### config.mk
export PLATFORM = sky130hd
export DESIGN_NAME = vpc_cfg_regs_flat
export DESIGN_NICKNAME = d
export VERILOG_FILES = /design/src/rtl/assert_macros.svh /design/src/rtl/vpc_pkg.sv /design/src/rtl/vpc_cfg_if.sv /design/src/rtl/vpc_cfg_regs.sv /design/src/flat_wrapper.sv
export SDC_FILE = /design/constraint.sdc
export NUM_CORES = 1
export LEC_CHECK = 0
export BUFFER_PORTS_ARGS = -buffer_cell sky130_fd_sc_hd__buf_2
export CORE_MARGIN = 5
export CORE_UTILIZATION = 40
export CTS_CLUSTER_SIZE = 24
export DETAILED_ROUTE_END_ITERATION = 7
export PLACE_DENSITY = 0.67
export RECOVER_POWER = 25
export REMOVE_ABC_BUFFERS = 1
export SYNTH_ARGS = -nofsm -noshare
export SYNTH_HDL_FRONTEND = slang
export SYNTH_SLANG_ARGS = --single-unit
### constraint.sdc
create_clock -name clk -period 1.3 [get_ports clk]
set_input_delay 0.26 -clock clk [delete_from_list [all_inputs] [get_ports clk]]
set_output_delay 0.26 -clock clk [all_outputs]
set_load 0.005 [all_outputs]
### src/rtl/assert_macros.svh
// assertion macros of the valve controller rtl
`ifndef ASSERT_MACROS_SVH
`define ASSERT_MACROS_SVH

// checked only while out of reset
`define VPC_ASSERT(label, prop, msg) \
  label: assert property (@(posedge clk) disable iff (rst) prop) else $error(msg);

// checked at every edge, reset included
`define VPC_ASSERT_ALWAYS(label, prop, msg) \
  label: assert property (@(posedge clk) prop) else $error(msg);

`endif

### src/rtl/vpc_pkg.sv
// shared constants, register codes and stage types of the valve pi controller
package vpc_pkg;

  localparam int TEMP_W     = 16;
  localparam int GAIN_W     = 16;
  localparam int LIM_W      = 15;
  localparam int ANGLE_W    = 15;
  localparam int CFG_IDX_W  = 3;
  localparam int CFG_DATA_W = 16;

  // gain x error products signed q14.20, their sum signed q16.20
  localparam int PROD_W   = GAIN_W + TEMP_W + 2;
  localparam int ACC_W    = PROD_W + 2;
  localparam int FRAC_SH  = 12;
  localparam int QUOT_W   = ACC_W - FRAC_SH;

  localparam logic [ANGLE_W-1:0] ANGLE_CEIL = 15'd23040;

  typedef logic [CFG_IDX_W-1:0] cfg_idx_t;

  localparam cfg_idx_t CFG_SETPOINT    = 3'd0;
  localparam cfg_idx_t CFG_PROP_GAIN   = 3'd1;
  localparam cfg_idx_t CFG_INTEG_GAIN  = 3'd2;
  localparam cfg_idx_t CFG_DERIV_GAIN  = 3'd3;
  localparam cfg_idx_t CFG_INTEG_LIMIT = 3'd4;
  localparam cfg_idx_t CFG_OUT_MAX     = 3'd5;
  localparam cfg_idx_t CFG_MARGIN      = 3'd6;

  localparam logic [TEMP_W-1:0] SETPOINT_RST    = 16'd0;
  localparam logic [GAIN_W-1:0] PROP_GAIN_RST   = 16'd8192;
  localparam logic [GAIN_W-1:0] INTEG_GAIN_RST  = 16'd410;
  localparam logic [GAIN_W-1:0] DERIV_GAIN_RST  = 16'd0;
  localparam logic [LIM_W-1:0]  INTEG_LIMIT_RST = 15'd10240;
  localparam logic [LIM_W-1:0]  OUT_MAX_RST     = 15'd23040;
  localparam logic [LIM_W-1:0]  MARGIN_RST      = 15'd128;

  typedef struct packed {
    logic signed [TEMP_W-1:0] setpoint;
    logic [GAIN_W-1:0]        prop_gain;
    logic [GAIN_W-1:0]        integ_gain;
    logic [GAIN_W-1:0]        deriv_gain;
    logic [LIM_W-1:0]         integ_limit;
    logic [ANGLE_W-1:0]       out_max;
    logic [LIM_W-1:0]         margin;
  } cfg_t;

  // error stage result handed to the multiply stage
  typedef struct packed {
    logic signed [TEMP_W-1:0] err;
    logic signed [TEMP_W:0]   diff;
    logic signed [TEMP_W-1:0] isum;
    logic                     upd;
  } err_data_t;

endpackage

### src/rtl/vpc_cfg_if.sv
// configuration write channel: register index and write data
interface vpc_cfg_if;
  logic                              valid;
  logic                              ready;
  logic [vpc_pkg::CFG_IDX_W-1:0]     index;
  logic [vpc_pkg::CFG_DATA_W-1:0]    data;

  modport source (output valid, output index, output data, input ready);
  modport sink   (input valid, input index, input data, output ready);
endinterface

### src/rtl/vpc_cfg_regs.sv
// configuration register file of the valve pi controller
module vpc_cfg_regs (
  input  logic          clk,
  input  logic          rst,
  vpc_cfg_if.sink       cfg,
  output vpc_pkg::cfg_t regs
);
  import vpc_pkg::*;

  assign cfg.ready = 1'b1;

  always_ff @(posedge clk) begin
    if (rst) begin
      regs.setpoint    <= SETPOINT_RST;
      regs.prop_gain   <= PROP_GAIN_RST;
      regs.integ_gain  <= INTEG_GAIN_RST;
      regs.deriv_gain  <= DERIV_GAIN_RST;
      regs.integ_limit <= INTEG_LIMIT_RST;
      regs.out_max     <= OUT_MAX_RST;
      regs.margin      <= MARGIN_RST;
    end else if (cfg.valid) begin
      unique case (cfg.index)
        CFG_SETPOINT:    regs.setpoint    <= cfg.data;
        CFG_PROP_GAIN:   regs.prop_gain   <= cfg.data;
        CFG_INTEG_GAIN:  regs.integ_gain  <= cfg.data;
        CFG_DERIV_GAIN:  regs.deriv_gain  <= cfg.data;
        CFG_INTEG_LIMIT: regs.integ_limit <= cfg.data[LIM_W-1:0];
        CFG_OUT_MAX:     regs.out_max     <= cfg.data[ANGLE_W-1:0];
        CFG_MARGIN:      regs.margin      <= cfg.data[LIM_W-1:0];
        default: ;  // unused index, write dropped
      endcase
    end
  end

endmodule

### src/flat_wrapper.sv
// flat-port wrapper written by rule: the top's interface ports become plain ports
module vpc_cfg_regs_flat import vpc_pkg::*;
  (clk, rst, regs, cfg_valid, cfg_index, cfg_data, cfg_ready);
  vpc_cfg_if cfg_i ();
  input  logic clk;
  input  logic rst;
  output vpc_pkg::cfg_t regs;
  input wire logic [$bits(cfg_i.valid)-1:0] cfg_valid;
  input wire logic [$bits(cfg_i.index)-1:0] cfg_index;
  input wire logic [$bits(cfg_i.data)-1:0] cfg_data;
  output wire logic [$bits(cfg_i.ready)-1:0] cfg_ready;
  assign cfg_i.valid = cfg_valid;
  assign cfg_i.index = cfg_index;
  assign cfg_i.data = cfg_data;
  assign cfg_ready = cfg_i.ready;
  vpc_cfg_regs u_core (.clk(clk), .rst(rst), .cfg(cfg_i), .regs(regs));
endmodule
After elaboration in Yosys (flattened, before gate mapping)
Index checks and enable logic that the tools add are counted.
W data, S select, Z words.
{ "word_totals": {"romBits": 0, "wordCells": 21, "ramBits": 0, "in_bits": 22, "regBits": 109, "mem_count": 0, "output_inout_bits": 110, "latch_bits": 0} }
{ "classes": {"n_reduce_logical": 8, "add_sub_neg": 0, "n_mux": 0, "magnitude_cmp": 0, "n_shift": 0, "eq_ne": 6, "n_mul": 0, "n_div": 0, "bitwise_logic": 0} }
{ "ops": {"columns": ["operator", "n"], "rows": [
  ["$reduce_and A2 Y1", 7],
  ["$eq A3 B3 Y1 const B", 3],
  ["$eq A3 B2 Y1 const B", 2],
  ["$eq A3 B1 Y1 const B", 1],
  ["$logic_not A3 Y1", 1]
]} }

Depth between registers and ports, before layout
{ "depth": {"ltp_word": 2, "ltp_mapped": 5, "depth_no_buf": 2} }

Least setup slack after synthesis
Ideal clock, no wire load.
{ "synth_timing": {"kind": "input to register", "start": "input cfg_index[0]", "end": "register, netlist name u_core.regs[103]", "t_required_ps": 1175, "path_buffers": 3, "cell_stages": 5, "arrival_time_ps": 1294, "path_slack_ps": -120, "path_cell_list": "buf_2 > or4b_4 > buf_6 > buf_12 > mux2i_1"} }
{ "synth_between": {"elab_chain_cells": 2} }
{ "synth_rtl": {"columns": ["element", "line", "text"], "rows": [
  ["start, declared", "flat_wrapper.sv:9", "input wire logic [$bits(cfg_i.index)-1:0] cfg_index;"],
  ["$logic_not A3 Y1", "vpc_cfg_regs.sv:22", "unique case (cfg.index)"],
  ["$reduce_and A2 Y1 (no source line)", null, null]
]} }
Every way passes these cells.
A chain may end at the register's enable or synchronous reset.

Worst setup path in the final report
{ "layout_timing": {"start": "input cfg_index[2]", "end": "register, netlist name u_core.regs[81]"} }
{ "layout_between": {"elab_chain_cells": 2} }
{ "layout_rtl": {"columns": ["element", "line"], "rows": [
  ["$eq A3 B1 Y1", "vpc_cfg_regs.sv:22"],
  ["$reduce_and A2 Y1 (no source line)", null]
]} }
Every way passes these cells.

==> results_dict.tcl <==
set metrics [dict create \
    rsz0062_at_grt "false" \
    gr-total-overflow 0 \
    crit_arrival_ns 1.46 \
    outcome "finished, final reports clean" \
    core_mm2 0.0107 \
    num_vias 3174 \
    syn_inst 398 \
    drt-total-wl_um 10400 \
    hold_viol 0 \
    yosysUniqueCellTypes 16 \
    clockRootBuffer "clkbuf_8" \
    cts_buffers 9 \
    cp_num_buf_inv 3 \
    wl_per_cell_um 15.5 \
    irDropWorstVdd_uv 761 \
    synthTopCellsByArea "dfxtp_1 (50%), mux2i_1 (25%), nand2b_1 (16%), nor2_1 (2.0%), clkbuf_1 (1.5%)" \
    clk_latency_ns 0.36 \
    io_buffers 130 \
    ff_latch_area_mm2 0.00218 \
    worstSetupStartpointType "input pin" \
    drc_errors 0 \
    die_w_um 114 \
    cts.sinks 109 \
    yosysWarnings 0 \
    relSlewSlack 0.549 \
    synth_area_mm2 0.00435 \
    setup-violations-final 0 \
    period_share 0.894 \
    seq_area_frac_synth 0.502 \
    r2r_slack_ns 0.62 \
    tritoncts "built" \
    antenna_found_initial 0 \
    hold_path_class "in2reg" \
    setup_tns_ns 0 \
    placementRows 38 \
    die_area_mm2 0.0131 \
    final_cell_mix "buf_2 (130), nand2b_1 (112), mux2i_1 (109), dfxtp_1 (109), nor2_1 (23)" \
    tightest_slew_ns 0.676 \
    grt_pass1_wl_um 16700 \
    critPathSlowestCell "clkbuf_1" \
    p_total_uw 6010 \
    antenna_cells 0 \
    worstPathRequired_ns 1.59 \
    clk_pin_slew_ns 0.11 \
    cp_max_fo 10 \
    vias_per_cell 4.71 \
    largest_reg_flops 109 \
    start_util 0.405 \
    cts_setup_buffers 0 \
    utilization 0.502 \
    drive_above_1_share 0.313 \
    grt_pass1_vias 3170 \
    first_pass_iters 4 \
    path_class "in2reg" \
    ctsResizeCount 0 \
    final_common_cell "buf_2" \
    fmax_mhz 860 \
    track_usage 0.161 \
    max_cap_violations 0 \
    cpLargestDelayFamily "buffers and inverters" \
    ctsHoldBuffers 0 \
    synth_top_area_frac 0.502 \
    drv_slew 0 \
    path_cells "buf_2 > buf_4 > nand4bb_1 > clkbuf_1 > mux2i_1" \
    die_y_um 114 \
    multi_input_area_mm2 0.00200 \
    fin_worst_hold_slack_ns 0.183 \
    yosysTopAreaCell "dfxtp_1" \
    ant_nets 0 \
    syn_to_final_growth_pct 23.9 \
    cts.path.max_buffers 2 \
    crit_path_end_kind "register" \
    p_leak_uw 0.00281 \
    grt_max_degree 64 \
    max_stage_delay_ns 0.54 \
    ios 132 \
    largestRegisters "u_core.regs: 109 flops" \
    place_congestion 0.771 \
    nets 551 \
    fin_skew_ns 0 \
    yosys_register_bits 109 \
    drtIter0Drc 137 \
    avgSynthCellArea_um2 10.9 \
    p_per_area_mw_per_mm2 1110 \
    cts_htree_levels 3 \
    period_needed_ns 1.16 \
    regMostFlops "u_core.regs" \
    dp.final_hpwl_um 7520 \
    nFillCells 1031 \
]
## cells in the mapped netlist
cell / number
buf_6: 2
dfxtp_1: 109
buf_2: 12
nand4bb_1: 3
clkbuf_1: 17
and4b_1: 2
nand4b_1: 3
mux2i_1: 109
buf_4: 1
nor2_1: 23
or4b_4: 1
conb_1: 1
nor4b_1: 1
nor4bb_1: 1
nand2b_1: 112
buf_12: 1
## per-layer routing
layer	global-route usage	vias to the layer above	share of wire
li1	-	1574	-
met1	0.212	1502	0.47
met2	0.263	88	0.46
met3	0.0460	10	0.066
met4	0.0333	0	0.0092
met5	0	-	0
## worst min-delay path: cells and delay by family
kind | cells | cell delay [ns]
multiplexers | 1 | 0.11
AND/OR/NAND/NOR | 1 | 0.04
buffers and inverters | 1 | 0.09
## area by class of cell
| type | instances | area share |
|---|---|---|
| clock buffers | 10 | 0.0237 |
| clock inverters | 6 | 0.0128 |
| multi-input cells | 256 | 0.371 |
| flip-flops and latches | 109 | 0.405 |
| well taps | 140 | 0.0325 |
| repair buffers | 153 | 0.155 |
## cells by family (layout without fill, tap and decap cells)
family	after synthesis	count (layout)	share of synthesized area
AND/OR/NAND/NOR	146	146	0.207
multiplexers	109	109	0.251
flip-flops	109	109	0.502
buffers and inverters	33	169	0.0400
other	1	1	0.000862
## stage by stage
stage          setup slack, ns  std cells  instance area (um2)
2_1_floorplan           -0.152        365                 4180
3_3_place_gp           -0.0638        658                 5240
3_5_place_dp           -0.0994        658                 5240
4_1_cts                  0.161        674                 5440
5_1_grt                 0.0647        674                 5390
6_report                 0.137        674                 5390
## power breakdown
group | switching (uW) | leakage, uW | internal, uW
combinational | 249 | 0.00183 | 244
clock | 1160 | 0.0000973 | 908
sequential | 39.6 | 0.000883 | 3410
total | 1450 | 0.00281 | 4560
## path summary, 6_finish.rpt
path / startpoint / end / cells after the start
max: cfg_index[2] / u_core.regs[81] / 5
min: cfg_data[1] / u_core.regs[62] / 3
max reg2reg: u_core.regs[32] / u_core.regs[32] / 2
min reg2reg: u_core.regs[48] / u_core.regs[48] / 2
Power figures use the tool's default switching activity.
