**src/rtl/assert_macros.svh**
```systemverilog
// assertion macros of the valve controller rtl
`ifndef ASSERT_MACROS_SVH
`define ASSERT_MACROS_SVH

// checked only while out of reset
`define VPC_ASSERT(label, prop, msg) \
  label: assert property (@(posedge clk) disable iff (rst) prop) else $error(msg);

// checked at every edge, reset included
`define VPC_ASSERT_ALWAYS(label, prop, msg) \
  label: assert property (@(posedge clk) prop) else $error(msg);

`endif

```
**src/rtl/vpc_pkg.sv**
```systemverilog
// shared constants, register codes and stage types of the valve pi controller
package vpc_pkg;

  localparam int TEMP_W     = 16;
  localparam int GAIN_W     = 16;
  localparam int LIM_W      = 15;
  localparam int ANGLE_W    = 15;
  localparam int CFG_IDX_W  = 3;
  localparam int CFG_DATA_W = 16;

  // gain x error products signed q14.20, their sum signed q16.20
  localparam int PROD_W   = GAIN_W + TEMP_W + 2;
  localparam int ACC_W    = PROD_W + 2;
  localparam int FRAC_SH  = 12;
  localparam int QUOT_W   = ACC_W - FRAC_SH;

  localparam logic [ANGLE_W-1:0] ANGLE_CEIL = 15'd23040;

  typedef logic [CFG_IDX_W-1:0] cfg_idx_t;

  localparam cfg_idx_t CFG_SETPOINT    = 3'd0;
  localparam cfg_idx_t CFG_PROP_GAIN   = 3'd1;
  localparam cfg_idx_t CFG_INTEG_GAIN  = 3'd2;
  localparam cfg_idx_t CFG_DERIV_GAIN  = 3'd3;
  localparam cfg_idx_t CFG_INTEG_LIMIT = 3'd4;
  localparam cfg_idx_t CFG_OUT_MAX     = 3'd5;
  localparam cfg_idx_t CFG_MARGIN      = 3'd6;

  localparam logic [TEMP_W-1:0] SETPOINT_RST    = 16'd0;
  localparam logic [GAIN_W-1:0] PROP_GAIN_RST   = 16'd8192;
  localparam logic [GAIN_W-1:0] INTEG_GAIN_RST  = 16'd410;
  localparam logic [GAIN_W-1:0] DERIV_GAIN_RST  = 16'd0;
  localparam logic [LIM_W-1:0]  INTEG_LIMIT_RST = 15'd10240;
  localparam logic [LIM_W-1:0]  OUT_MAX_RST     = 15'd23040;
  localparam logic [LIM_W-1:0]  MARGIN_RST      = 15'd128;

  typedef struct packed {
    logic signed [TEMP_W-1:0] setpoint;
    logic [GAIN_W-1:0]        prop_gain;
    logic [GAIN_W-1:0]        integ_gain;
    logic [GAIN_W-1:0]        deriv_gain;
    logic [LIM_W-1:0]         integ_limit;
    logic [ANGLE_W-1:0]       out_max;
    logic [LIM_W-1:0]         margin;
  } cfg_t;

  // error stage result handed to the multiply stage
  typedef struct packed {
    logic signed [TEMP_W-1:0] err;
    logic signed [TEMP_W:0]   diff;
    logic signed [TEMP_W-1:0] isum;
    logic                     upd;
  } err_data_t;

endpackage

```
**src/rtl/vpc_err_stage.sv**
```systemverilog
// error stage: saturated error, derivative difference, integrator and previous error
module vpc_err_stage (
  input  logic                             clk,
  input  logic                             rst,
  input  vpc_pkg::cfg_t                    cfg,
  input  logic                             in_valid,
  input  logic signed [vpc_pkg::TEMP_W-1:0] in_meas,
  output logic                             in_ready,
  output logic                             out_valid,
  input  logic                             out_ready,
  output vpc_pkg::err_data_t               out_data
);
  import vpc_pkg::*;

  logic signed [TEMP_W-1:0] integ_sum;
  logic signed [TEMP_W-1:0] prev_error;

  logic signed [TEMP_W:0]   raw_err;
  logic signed [TEMP_W-1:0] err;
  logic signed [TEMP_W:0]   diff;
  logic signed [TEMP_W:0]   isum_add;
  logic signed [TEMP_W:0]   lim_pos;
  logic signed [TEMP_W:0]   lim_neg;
  logic signed [TEMP_W-1:0] integ_sum_next;
  logic [TEMP_W:0]          mag;
  logic                     load;

  assign raw_err = {cfg.setpoint[TEMP_W-1], cfg.setpoint} - {in_meas[TEMP_W-1], in_meas};

  // saturate when the two top bits disagree
  assign err = (raw_err[TEMP_W] ^ raw_err[TEMP_W-1])
             ? {raw_err[TEMP_W], {(TEMP_W-1){~raw_err[TEMP_W]}}}
             : raw_err[TEMP_W-1:0];

  assign diff     = {prev_error[TEMP_W-1], prev_error} - {err[TEMP_W-1], err};
  assign isum_add = {integ_sum[TEMP_W-1], integ_sum} + {err[TEMP_W-1], err};
  assign lim_pos  = {2'b00, cfg.integ_limit};
  assign lim_neg  = -lim_pos;

  always_comb begin
    priority if (isum_add > lim_pos) begin
      integ_sum_next = lim_pos[TEMP_W-1:0];
    end else if (isum_add < lim_neg) begin
      integ_sum_next = lim_neg[TEMP_W-1:0];
    end else begin
      integ_sum_next = isum_add[TEMP_W-1:0];
    end
  end

  // full-scale negative error gives 32768, still exact in 17 bits
  assign mag = err[TEMP_W-1] ? (TEMP_W+1)'(-$signed({err[TEMP_W-1], err}))
                             : {1'b0, err};

  assign in_ready = !out_valid || out_ready;
  assign load     = in_valid && in_ready;

  always_ff @(posedge clk) begin
    if (rst) begin
      out_valid  <= 1'b0;
      integ_sum  <= '0;
      prev_error <= '0;
    end else begin
      if (in_ready) begin
        out_valid <= in_valid;
      end
      if (load) begin
        integ_sum  <= integ_sum_next;
        prev_error <= err;
      end
    end
  end

  always_ff @(posedge clk) begin
    if (load) begin
      out_data.err  <= err;
      out_data.diff <= diff;
      out_data.isum <= integ_sum;
      out_data.upd  <= (mag > {2'b00, cfg.margin});
    end
  end

endmodule

```
**config.mk**
```make
export PLATFORM = sky130hd
export DESIGN_NAME = vpc_err_stage
export DESIGN_NICKNAME = d
export VERILOG_FILES = /design/src/rtl/assert_macros.svh /design/src/rtl/vpc_pkg.sv /design/src/rtl/vpc_err_stage.sv
export SDC_FILE = /design/constraint.sdc
export NUM_CORES = 1
export LEC_CHECK = 0
export ABC_AREA = 1
export BUFFER_PORTS_ARGS = -buffer_cell sky130_fd_sc_hd__buf_2
export CAP_MARGIN = 20
export CORE_MARGIN = 4
export CORE_UTILIZATION = 50
export CTS_BUF_LIST = sky130_fd_sc_hd__clkbuf_8
export CTS_CLUSTER_DIAMETER = 80
export CTS_CLUSTER_SIZE = 16
export DETAILED_ROUTE_END_ITERATION = 16
export PLACE_DENSITY = 0.84
export SETUP_SLACK_MARGIN = 0.2
export SYNTH_ARGS = -nofsm -noshare
export SYNTH_HDL_FRONTEND = slang
export SYNTH_SLANG_ARGS = --single-unit
```
**constraint.sdc**
```tcl
create_clock -name clk -period 8.39 [get_ports clk]
set_input_delay 1.2585 -clock clk [delete_from_list [all_inputs] [get_ports clk]]
set_output_delay 1.2585 -clock clk [all_outputs]
set_load 0.005 [all_outputs]
```
# [Word-level counts from Yosys, hierarchy flattened]
# Cells that the tools add are included.
[word_totals] wordCells=24 reg_bits=83 out_inout_bits=52
[op_classes] n_reduce_logical=3 n_lt_le_gt_ge=3 n_bitwise=2 mux=4 add_sub_neg=5
[op_table] cell="$mux 16" n=3
[op_table] cell="$sub 16x16->17" n=2
[op_table] cell="$add 16x16->17" n=1
[op_table] cell="$gt 17x15->1" n=1
[op_table] cell="$gt 17x16->1" n=1
[op_table] cell="$lt 17x17->1" n=1
[op_table] cell="$mux 17" n=1
[op_table] cell="$neg 15->17" n=1
[op_table] cell="$neg 16->17" n=1
[op_table] cell="$logic_and 1x1->1" n=1
[op_table] cell="$logic_not 1->1" n=1
[op_table] cell="$logic_or 1x1->1" n=1
[op_table] cell="$not 1->1" n=1
[op_table] cell="$xor 1x1->1" n=1

# [Logic depth before layout (Yosys ltp)]
# Gate-level depths: netlist (run 1).
[logic_depth] word_depth=7 mapped_depth=48

# [Least setup slack after synthesis (run 1)]
# OpenSTA, ideal clock, no wires.
[synth_path] path_type="in2reg" start="in in_meas[2] (netlist name)" end="reg integ_sum[2]" cell_stages=40 path_slack_ps=1350 t_arrival_ps=6923 required_time_ps=8273 path_cell_list="inv_1 > ha_1 > nand2_1 > o21ai_0 > nand3_1 > nand3_1 > inv_1 > o41ai_1 > xor2_1 > inv_1 > ha_1 > inv_1 > clkbuf_1 > nand2_1 > nand2_4 > inv_1 > ha_1 > inv_1 > [... 4 more ...] > nand3_1 > nand2_1 > xor2_1 > ha_1 > nand2_1 > inv_1 > o21ai_0 > a21oi_1 > nor2_1 > nand3_1 > or2_2 > nand2_1 > clkbuf_1 > inv_1 > nor2_1 > nor2_1 > nor2_1 > nor2_1"
[synth_between] elab_chain_len=7
[synth_lines] element="from (decl)" line_no="vpc_err_stage.sv:7" rtl="input logic signed [vpc_pkg::TEMP_W-1:0] in_meas,"
[synth_lines] element="$sub 16x16->17 *" line_no="vpc_err_stage.sv:28" rtl="assign raw_err = {cfg.setpoint[TEMP_W-1], cfg.setpoint} - {in_meas[TEMP_W-1], in_meas};"
[synth_lines] element="$xor 1x1->1 / $not 1->1 (equally long branches)" line_no="vpc_err_stage.sv:31, vpc_err_stage.sv:32"
[synth_lines] element="$mux 16 *" line_no="vpc_err_stage.sv:32" rtl="? {raw_err[TEMP_W], {(TEMP_W-1){~raw_err[TEMP_W]}}}"
[synth_lines] element="named net err[0]" line_no="vpc_err_stage.sv:19" rtl="logic signed [TEMP_W-1:0] err;"
[synth_lines] element="$add 16x16->17 *" line_no="vpc_err_stage.sv:36" rtl="assign isum_add = {integ_sum[TEMP_W-1], integ_sum} + {err[TEMP_W-1], err};"
[synth_lines] element="$lt 17x17->1" line_no="vpc_err_stage.sv:43" rtl="end else if (isum_add < lim_neg) begin"
[synth_lines] element="$mux 16" line_no="vpc_err_stage.sv:43"
[synth_lines] element="$mux 16 *" line_no="vpc_err_stage.sv:41" rtl="priority if (isum_add > lim_pos) begin"
[synth_lines] element="to (signal assigned)" line_no="vpc_err_stage.sv:67" rtl="integ_sum <= integ_sum_next;"
[synth_lines] element="to (decl)" line_no="vpc_err_stage.sv:15" rtl="logic signed [TEMP_W-1:0] integ_sum;"
# The timed path passes the listed nets; every way through them passes the cells marked *.
# A chain may end at the register's enable or synchronous reset.

# [Worst setup path after layout (run 1)]
[layout_path] start="in in_meas[4] (netlist name)" end="reg integ_sum[8]"
# The elaborated chain is that of the path after synthesis.

==> metrics, run 1 <==
outcome finished clean; Layout area overhead 14.0%; crit-path max FO 24; pin count of the biggest net entering global routing 112; register area share after synthesis 0.299; max incr delay on CP 0.43 ns; Placer Congestion 0.954; Syn Area/Cell 7.56 sq um; Final nets 1300; ys flop type edfxtp_1; Ys Warns 0; most frequent cells in the layout 218 x nand2_1, 128 x inv_1, 117 x buf_2, 94 x ha_1, 73 x a21oi_1; critical path class input port to register; clk_lat worst skew 0.38 ns; # Post-CTS Setup Buffers 0; slowest CP cell ha_2; H-tree depth 3; chip height 128 um; DR pass1 iterations 5; Sink Count 83; fraction of registers with async set/reset 0; utilization after layout 0.587; Seq. cell area 2160 sq um; Worst Path Arrival 7.90 ns; Power Density 374 nW/um^2; synth unique cells 45; # diodes 0; most common cell after layout, fill and taps aside nand2_1; Congestion Overflow GR 0; Post-DRT Antenna Nets 0; Post-Route Setup TNS 0 ns; Peak Freq 132 MHz; initial antenna violation count 0; synthesized flop and latch total 83; final setup fails 0; number of synthesized flops with an enable pin 50; CP most frequent cell inv_1; Cell Area, Synth 7240 sq um; Filler cells 1275; row count 43; Detailed Route Iter0 Violations 570; final slew viol count 0; cts hold-fix bufs 0; DR vias/cell 5.38; Max Buffers Root-to-Sink 2; Remaining DRCs 0; # IOs 181; total core area 14000 sq um; post-CTS sizing 0; Wirelength per Cell 14.4 um; DIE WIDTH 128 um; Worst setup EP type register; CTS tree yes; IO buf count 117; Least-Margin Pin Slew 0.856 ns; Post-Synthesis Cells 957; CP Launch Type input port; clock skew 0.0204 ns; syn nets 1184; vias 6762; CTS Buf Count 9; Root Buffer Master clkbuf_8; WP data required 8.69 ns; min cycle time layout 7.60 ns; RSZ-0062 raised after global routing no; DP HPWL 14300 um; Hold Path Class register to register; P_leak 4.23 nW; gr usage total 0.223; Max VDD drop 0.169 mV; headroom to the max-slew limit 0.429; die area 16500 sq um; final hold violation count 0; maxcap violations 0; share of cells above drive strength 1 0.177; area occupied by multi-input gates 4460 sq um; vias in the first global route 6467; Reg clk slew, reported paths 0.09 ns; global-route wire length before repair 29800 um; final wirelength 18100 um; initial core utilization 0.515; final worst path period share 0.906
==> cell usage after synthesis (2+ instances only) <==
| library cell | n | share of area |
|---|---|---|
| nand2_1 | 218 | 0.11 |
| inv_1 | 127 | 0.066 |
| ha_1 | 95 | 0.16 |
| a21oi_1 | 73 | 0.050 |
| o21ai_0 | 68 | 0.047 |
| edfxtp_1 | 50 | 0.21 |
| nor2_1 | 49 | 0.025 |
| nand3_1 | 46 | 0.032 |
| xor2_1 | 35 | 0.042 |
| dfxtp_1 | 33 | 0.091 |
| a31oi_1 | 15 | 0.013 |
| clkbuf_1 | 14 | 0.0073 |
| inv_2 | 12 | 0.0062 |
| xnor2_1 | 12 | 0.015 |
| nand2_2 | 11 | 0.0095 |
| nand4_1 | 11 | 0.0095 |
| nor3_1 | 11 | 0.0076 |
| nand2_4 | 7 | 0.011 |
| nand3b_1 | 7 | 0.0073 |
| or2_2 | 7 | 0.0061 |
| a21o_1 | 6 | 0.0062 |
| o21bai_1 | 5 | 0.0052 |
| a21boi_0 | 4 | 0.0042 |
| nor2_2 | 4 | 0.0035 |
| a211oi_1 | 3 | 0.0031 |
| fa_1 | 3 | 0.0083 |
| nor4_1 | 3 | 0.0026 |
| o21ai_1 | 3 | 0.0021 |
| buf_4 | 2 | 0.0021 |
| clkinv_1 | 2 | 0.0010 |
| nand2_8 | 2 | 0.0055 |
| nand3_2 | 2 | 0.0028 |
| nor2_4 | 2 | 0.0031 |
| nor3_2 | 2 | 0.0028 |
| o211ai_1 | 2 | 0.0021 |
| o31ai_1 | 2 | 0.0021 |
==> report_power, final <==
part           internal, mW  leakage, nW  switching, mW
logic                 0.768         3.36           1.33
clock network         0.171        0.117          0.161
registers             0.588        0.762         0.0622
==> metal layers <==
| layer | wire length, um | up-vias | track usage | share of wire |
|---|---|---|---|---|
| met5 | 0 | - | 0 | 0 |
| met2 | 8720 | 219 | 0.378 | 0.48 |
| li1 | - | 3439 | - | - |
| met3 | 1280 | 23 | 0.0342 | 0.070 |
| met4 | 354 | 0 | 0.0668 | 0.020 |
| met1 | 7790 | 3081 | 0.293 | 0.43 |
==> worst paths after layout <==
kind | from | endpoint | slack [ns] | cells past startpoint
worst max-delay path | in_meas[4] | integ_sum[8] | 0.79 | 41
worst min-delay path | integ_sum[12] | out_data[13] | 0.48 | 0
worst max register to register | integ_sum[0] | integ_sum[8] | 3.94 | 23
worst min register to register | integ_sum[12] | out_data[13] | 0.48 | 0
==> registers in the layout, summed over array words and instances, names as in the netlist <==
name,cells
out_valid,1
out_data,50
prev_error,16
integ_sum,16
==> logic make-up after synthesis <==
logic type / share of synthesized area
AO/OA/AOI/OAI: 0.143
flip-flops: 0.299
adder cells (fa/ha/maj): 0.173
AND/OR/NAND/NOR: 0.242
buffers and inverters: 0.0861
XOR/XNOR: 0.0569
==> through the flow <==
stage / cells / total power, mW / area (sq um) / hold WS, ns / setup slack [ns]
2_1_floorplan: 957 / 2.19 / 7240 / 0.431 / 1.35
3_3_place_gp: 1241 / 2.64 / 7990 / 0.456 / 0.552
3_5_place_dp: 1241 / 2.71 / 7990 / 0.457 / 0.288
4_1_cts: 1257 / 3.06 / 8220 / 0.476 / 0.657
5_1_grt: 1258 / 3.40 / 8250 / 0.507 / 0.242
6_report: 1258 / 3.08 / 8250 / 0.482 / 0.789
==> layout make-up <==
type,instances,share of cell area
tap,180,0.0273
sequential,83,0.262
inverter,142,0.0651
timing repair buffer,122,0.0771
clock inverter,7,0.0123
multi-input combinational,715,0.541
clock buffer,9,0.0150
==> critical path, delay by kind of cell <==
family / cells / cell delay [ns]
AOI/OAI and AO/OA: 10 / 1.95
adders and majority gates: 5 / 1.71
and+or+nand+nor: 13 / 1.39
buffers and inverters: 11 / 0.97
xor gates and xnor gates: 2 / 0.59
(Power assumes the default switching activity.)
==> run 2, diff against run 1 <==
- PLACE_DENSITY: 0.84 -> 0.87
- clock period: 8.39 -> 6.9 ns (I/O delays scaled with it)
==> run 2 against run 1 <==
First-iteration DRC count grew 52%. Core utilization grew 5.9 points. Via count grew 11%. Die area is the same. Sequential power grew 23%. Register-to-register slack lost 1.3 ns. Clock power grew 13%. Combinational power grew 58%. Critical path depth grew 3. Global-route usage grew 1.2 points. Critical path type unchanged.
==> metrics, run 2 (same netlist as run 1, synthesis figures left out) <==
chip height 128 um (unchanged); Biggest register out_data; area post-placement 8450 sq um (+5.7%); Final nets 1365 (+5.0%); Least-Margin Pin Slew 0.858 ns (+0.00228 ns); pin count of the biggest net entering global routing 112 (unchanged); final hold violation count 0 (unchanged); DIE WIDTH 128 um (unchanged); initial antenna violation count 0 (unchanged); Layout area overhead 25.4%; DP HPWL 15300 um (+7.2%); # diodes 0 (unchanged); total core area 14000 sq um (unchanged); row count 43 (unchanged); Root Buffer Master clkbuf_8; critical path class input port to register; CTS Buf Count 9 (unchanged); P_leak 4.57 nW (+8.0%); max reg flops 50 (unchanged); DR pass1 iterations 9 (+4); final setup fails 0 (unchanged); outcome finished clean; Max Buffers Root-to-Sink 2 (unchanged); global-route wire length before repair 31200 um (+4.8%); Max VDD drop 0.318 mV (+88%); Hold Path Class register to register; largest registers out_data x50, integ_sum x16, prev_error x16; Placer Congestion 0.945 (-0.92%); initial core utilization 0.515 (unchanged); Filler cells 1060 (-17%); DR vias/cell 5.69 (+5.9%); Sink Count 83 (unchanged); Congestion Overflow GR 0 (unchanged); WP buf/inv 11 (unchanged); most common cell after layout, fill and taps aside nand2_1; maxcap violations 0 (unchanged); crit-path max FO 12 (-50%); final wirelength 21800 um (+20%); DR top layer met4; dpl ws -0.245 ns (-0.533 ns); vias in the first global route 6860 (+6.1%); CP most frequent cell nand2_1; final slew viol count 0 (unchanged); headroom to the max-slew limit 0.427 (-0.00152); met1 wire length 8270 um (+6.1%); Final Cell Area 9080 sq um (+10%); final worst path period share 0.992; Seq. cell area 2160 sq um (unchanged); Worst Path Arrival 7.15 ns (-0.75 ns); area occupied by multi-input gates 4790 sq um (+7.4%); share of cells above drive strength 1 0.275 (+0.0975); clk_lat worst skew 0.39 ns (about the same); Worst setup EP type register; fin worst setup slack 0.0546 ns (-0.735 ns); CTS tree yes; max incr delay on CP 0.38 ns (-0.05 ns); Remaining DRCs 0 (unchanged); IO buf count 117 (unchanged); Post-Route Setup TNS 0 ns (unchanged); DR WL met2 10400 um (+19%); vias 7531 (+11%); Detailed Route Iter0 Violations 866 (+52%); clock skew 0.0111 ns (-0.00928 ns); Largest delay share family, worst path simple AND/OR/NAND/NOR gates; Post-DRT Antenna Nets 0 (unchanged); Peak Freq 146 MHz; slowest CP cell o41ai_2; Power Density 494 nW/um^2 (+32%); WL met3 1890 um (+48%); gr usage total 0.235 (+0.0119); RSZ-0062 raised after global routing yes; WP data required 7.21 ns (-1.48 ns); Reg clk slew, reported paths 0.09 ns (about the same); min cycle time layout 6.85 ns; CP Launch Type input port; # IOs 181 (unchanged); Wirelength per Cell 16.5 um (+14%); die area 16500 sq um (unchanged); H-tree depth 3 (unchanged); most frequent cells in the layout 209 x nand2_1, 124 x inv_1, 117 x buf_2, 78 x ha_1, 67 x a21oi_1
## run 2: layout make-up
| cell class | instances | area share |
|---|---|---|
| Timing Repair Buffer | 187 | 0.127 |
| Clock buffer | 9 | 0.0136 |
| Inverter | 142 | 0.0594 |
| Multi-Input combinational cell | 715 | 0.528 |
| Sequential cell | 83 | 0.238 |
| Clock inverter | 7 | 0.00896 |
| Tap cell | 180 | 0.0248 |
## run 2: what timing repair did
| item | 4_1_cts | 5_1_grt |
|---|---|---|
| gates resized for setup | 2 | 74 |
| endpoints found under the hold margin | 0 | 0 |
| setup buffers | 0 | 5 |
| pin swaps | 0 | 18 |
| gates cloned | 0 | 1 |
| hold buffers | 0 | 0 |
| endpoints found under the setup margin | 16 | 16 |
## run 2: path summary, 6_finish.rpt
| check | cells past startpoint | start | end | slack, ns |
|---|---|---|---|---|
| min | 0 | integ_sum[12] | out_data[13] | 0.49 |
| min reg2reg | 0 | integ_sum[12] | out_data[13] | 0.49 |
| max | 44 | in_meas[4] | integ_sum[13] | 0.05 |
| max reg2reg | 28 | integ_sum[0] | integ_sum[13] | 2.67 |
## run 2: per-stage QoR
stage	hold slack, ns	std cells	power, mW	utilization
after detailed placement	0.456	1300	3.67	0.601
after floorplan	0.431	957	2.67	-
final	0.487	1323	4.48	0.646
after CTS	0.488	1316	4.07	0.617
after global routing	0.488	1323	4.84	0.646
after global placement	0.459	1300	3.55	0.601
## run 2: power breakdown
part | internal, mW | switching, mW
Sequential | 0.716 | 0.0842
Clock | 0.172 | 0.201
Combinational | 1.36 | 1.95
## run 2: layer usage
metal | GRT usage | vias to the layer above
met3 | 0.0363 | 132
met1 | 0.285 | 3395
met4 | 0.102 | 0
met2 | 0.410 | 442
met5 | 0 | -
li1 | - | 3562
